## src/hw/rtl/mqlb_ram.sv

```systemverilog
module mqlb_ram #(
	parameter int WIDTH = 8,
	parameter int DEPTH = 256
) (
	input  logic                             clk,
	input  logic                             we,
	input  logic [$clog2(DEPTH)-1:0]         waddr,
	input  logic [WIDTH-1:0]                 wdata,
	input  logic                             re,
	input  logic [$clog2(DEPTH)-1:0]         raddr,
	output logic [WIDTH-1:0]                 rdata
);

	logic [WIDTH-1:0] mem [DEPTH];

	always_ff @(posedge clk) begin
		if (we) begin
			mem[waddr] <= wdata;
		end
		if (re) begin
			rdata <= mem[raddr];
		end
	end

endmodule

```

## config.mk

```make
export PLATFORM = sky130hd
export DESIGN_NAME = mqlb_ram
export DESIGN_NICKNAME = d
export VERILOG_FILES = /design/src/hw/rtl/mqlb_ram.sv
export SDC_FILE = /design/constraint.sdc
export NUM_CORES = 2
export LEC_CHECK = 0
export BUFFER_PORTS_ARGS = -buffer_cell sky130_fd_sc_hd__buf_4
export CAP_MARGIN = 25
export CORE_ASPECT_RATIO = 2
export CORE_MARGIN = 2
export CORE_UTILIZATION = 50
export DETAILED_ROUTE_END_ITERATION = 10
export PLACE_DENSITY = 0.65
export SLEW_MARGIN = 20
export SYNTH_ARGS = -nofsm -noshare
export SYNTH_HDL_FRONTEND = slang
export SYNTH_SLANG_ARGS = --single-unit
```

## constraint.sdc

```tcl
create_clock -name clk -period 6.06 [get_ports clk]
set_input_delay 1.212 -clock clk [delete_from_list [all_inputs] [get_ports clk]]
set_output_delay 1.212 -clock clk [all_outputs]
set_load 0.1 [all_outputs]
```

==> impl_metrics.tcl <==
set metrics [dict create \
    clock-sinks 2056 \
    row_count 207 \
    netlist_area_um2 79600 \
    drtAntennaViolNets 0 \
    grt.total_usage_pct 23.6 \
    cts_buffers 174 \
    fin_tns_setup_ns 0 \
    syn_to_final_growth_pct 10.4 \
    grt_max_degree 213 \
    worst_ep_required_time_ns 6.58 \
    min_from "re" \
    synth_most_common_cell "edfxtp_1" \
    crit_type "input pin to flop" \
    post_cts_buffers 0 \
    power_mw 28.3 \
    synth.distinct_cells 54 \
    cts_tree "done" \
    startpoint "raddr[0]" \
    drt_iter0_markers 4494 \
    crit_fanout 50 \
    startpoint_type "input pin" \
    grt_pass1_wl_mm 276 \
    synth_fp_nets 3760 \
    ys.flop_type "edfxtp_1" \
    ctsHoldBuffers 0 \
    avgSynthCellArea_um2 21.3 \
    synth-seq-cells 2056 \
    totalWireLength_mm 189 \
    register_area_um2 61700 \
    placedInstanceArea_um2 82300 \
    gp_congestion 0.834 \
    cts.reportedPaths.clkPinSlew_ns 0.06 \
    start_util_pct 50.2 \
    yosysTopAreaCell "edfxtp_1" \
    portBuffers 34 \
    setup_viol 0 \
    reg2reg_from "mem[208][5]" \
    io_pins 35 \
    period_share_pct 68.9 \
    clk_path_buf_depth 3 \
    path_buf_inv 5 \
    vias_per_cell 6.30 \
    synth_commonest_cells "2,056 x edfxtp_1, 454 x mux4_2, 282 x nor2_1" \
    max_stage_delay_ns 0.69 \
    post-route-cell-area_um2 88000 \
    leakagePower_nw 26.9 \
    multi_input_area_um2 16500 \
    die_w_um 286 \
    rsz0062_at_grt "false" \
    core_area_um2 159000 \
    cp_cell_sequence "buf_8 > buf_4 > buf_12 > buf_4 > mux4_2 > o211ai_1 > a21oi_1 > nor4_1 > buf_4 > nor4_1" \
    synth_warnings 0 \
    route.detailed.wl_per_inst_um 31.3 \
    cts_max_level 4 \
    grt_pass1_vias 38560 \
    vias 38195 \
    hp-class "input pin to flop" \
    relSlewSlack_pct 14.5 \
    grt.overflow.total 0 \
    slowest_stage "nor4_1" \
    die_h_um 568 \
    crit_path_end_kind "flop" \
    hold_ws_ns 0.774 \
    synth_top_area_share_pct 77.5 \
    max_slew.worst_pin.slew_ns 1.28 \
    drc_errors 0 \
    firstDrtPassIters 6 \
    fin_skew_ns 0.0339 \
    fin_nets 3850 \
    finalHoldViolations 0 \
    status "finished clean" \
    async_flop_share_pct 0 \
    die-area_um2 163000 \
    synthCells 3733 \
    min_period_ns 4.18 \
    crit_top_cell "buf_4" \
    synth-edff-count 2056 \
    slew_violations 0 \
    power_density_nw_per_um2 322 \
    dp_hpwl_mm 116 \
    drive_gt1_share_pct 22.0 \
    ys_seq_area_share_pct 77.5 \
    clk_latency_ns 0.80 \
    fmax_ghz 0.239 \
    critPathArrivalTime_ns 4.70 \
    ir_drop_mv 0.356 \
    cts_root_buf "clkbuf_16" \
    antenna_found_initial 9 \
    synth.area.top_cells "edfxtp_1 78%, mux4_2 13%, mux2i_1 1.7%" \
    drv_cap 0 \
    critPathTopFamily "buffers and inverters" \
    ctsResizeCount 0 \
    fill_cells 11808 \
]
==> layer usage <==
layer,share of wire [%],GRT usage (%),vias up
met4,2.7,6.87,10
met1,39,33.0,20322
met5,0.036,0,-
li1,-,-,15858
met3,7.8,4.28,283
met2,50,38.2,1722
==> state kept, by name, indices dropped and copies added, names as in the netlist <==
name   cells
mem     2048
rdata      8
==> worst register-to-register path, stage by stage, from the launching register on <==
cell,delay (ns)
edfxtp_1,0.37
mux4_2,0.48
a22o_1,0.27
a221oi_1,0.77
o32ai_1,0.33
nor3_1,0.66
nor4_1,0.13
==> final timing paths <==
check                                 to  slack [ns]  cells past startpoint
worst max-delay path            rdata[1]        1.88                     10
worst min register to register  rdata[5]        1.07                      6
worst min-delay path            rdata[5]        0.77                      1
worst max register to register  rdata[5]        2.79                      6
==> stage by stage <==
step	util (%)	cells	setup WS, ns
6_report	55.5	6058	1.88
5_1_grt	55.5	6056	1.80
4_1_cts	55.5	6051	1.88
3_5_place_dp	51.9	5734	1.02
3_3_place_gp	51.9	5731	0.971
2_1_floorplan	-	3733	2.77
==> layout make-up <==
type                            instances  area share, %
Sequential cell                      2056           70.2
Clock inverter                        114           1.29
Tap cell                             2090           2.97
Inverter                                2        0.00854
Antenna cell                            4         0.0114
Timing Repair Buffer                  147           1.65
Multi-Input combinational cell       1442           18.8
Clock buffer                          203           5.12
==> layout by cell type, fill, tap and decap left out, types with 10 or more instances in the layout <==
master        n
buf_12       21
a21oi_1      96
o22ai_1      28
nor4_1       23
o221ai_1     46
nor2b_1      28
o211ai_1     10
nor2_1      279
clkinv_1     43
clkbuf_16   176
a221oi_1     13
bufinv_16    22
o21ai_0      10
edfxtp_1   2056
nand2_1      32
a22oi_1     133
a211oi_1     16
nor3_1       22
mux2i_1     134
nand3_1      31
mux4_2      454
clkbuf_1     27
buf_4       114
nand4_1      10
clkinv_2     32
==> power by group <==
group	total (mW)	switching [mW]	internal [mW]
Clock	11.2	4.95	6.26
Sequential	15.7	0.0124	15.7
Combinational	1.45	0.965	0.484
Total	28.3	5.92	22.4
==> logic make-up (layout without fill, tap and decap cells) <==
family,count (synthesis),after routing,share of synthesized area (%)
AO/OA/AOI/OAI,385,385,3.42
buffers and inverters,235,466,1.83
flip-flops,2056,2056,77.5
multiplexers,591,591,14.6
other,0,4,0
AND/OR/NAND/NOR,466,466,2.63
Note: power is estimated with default switching activity, not from simulation.
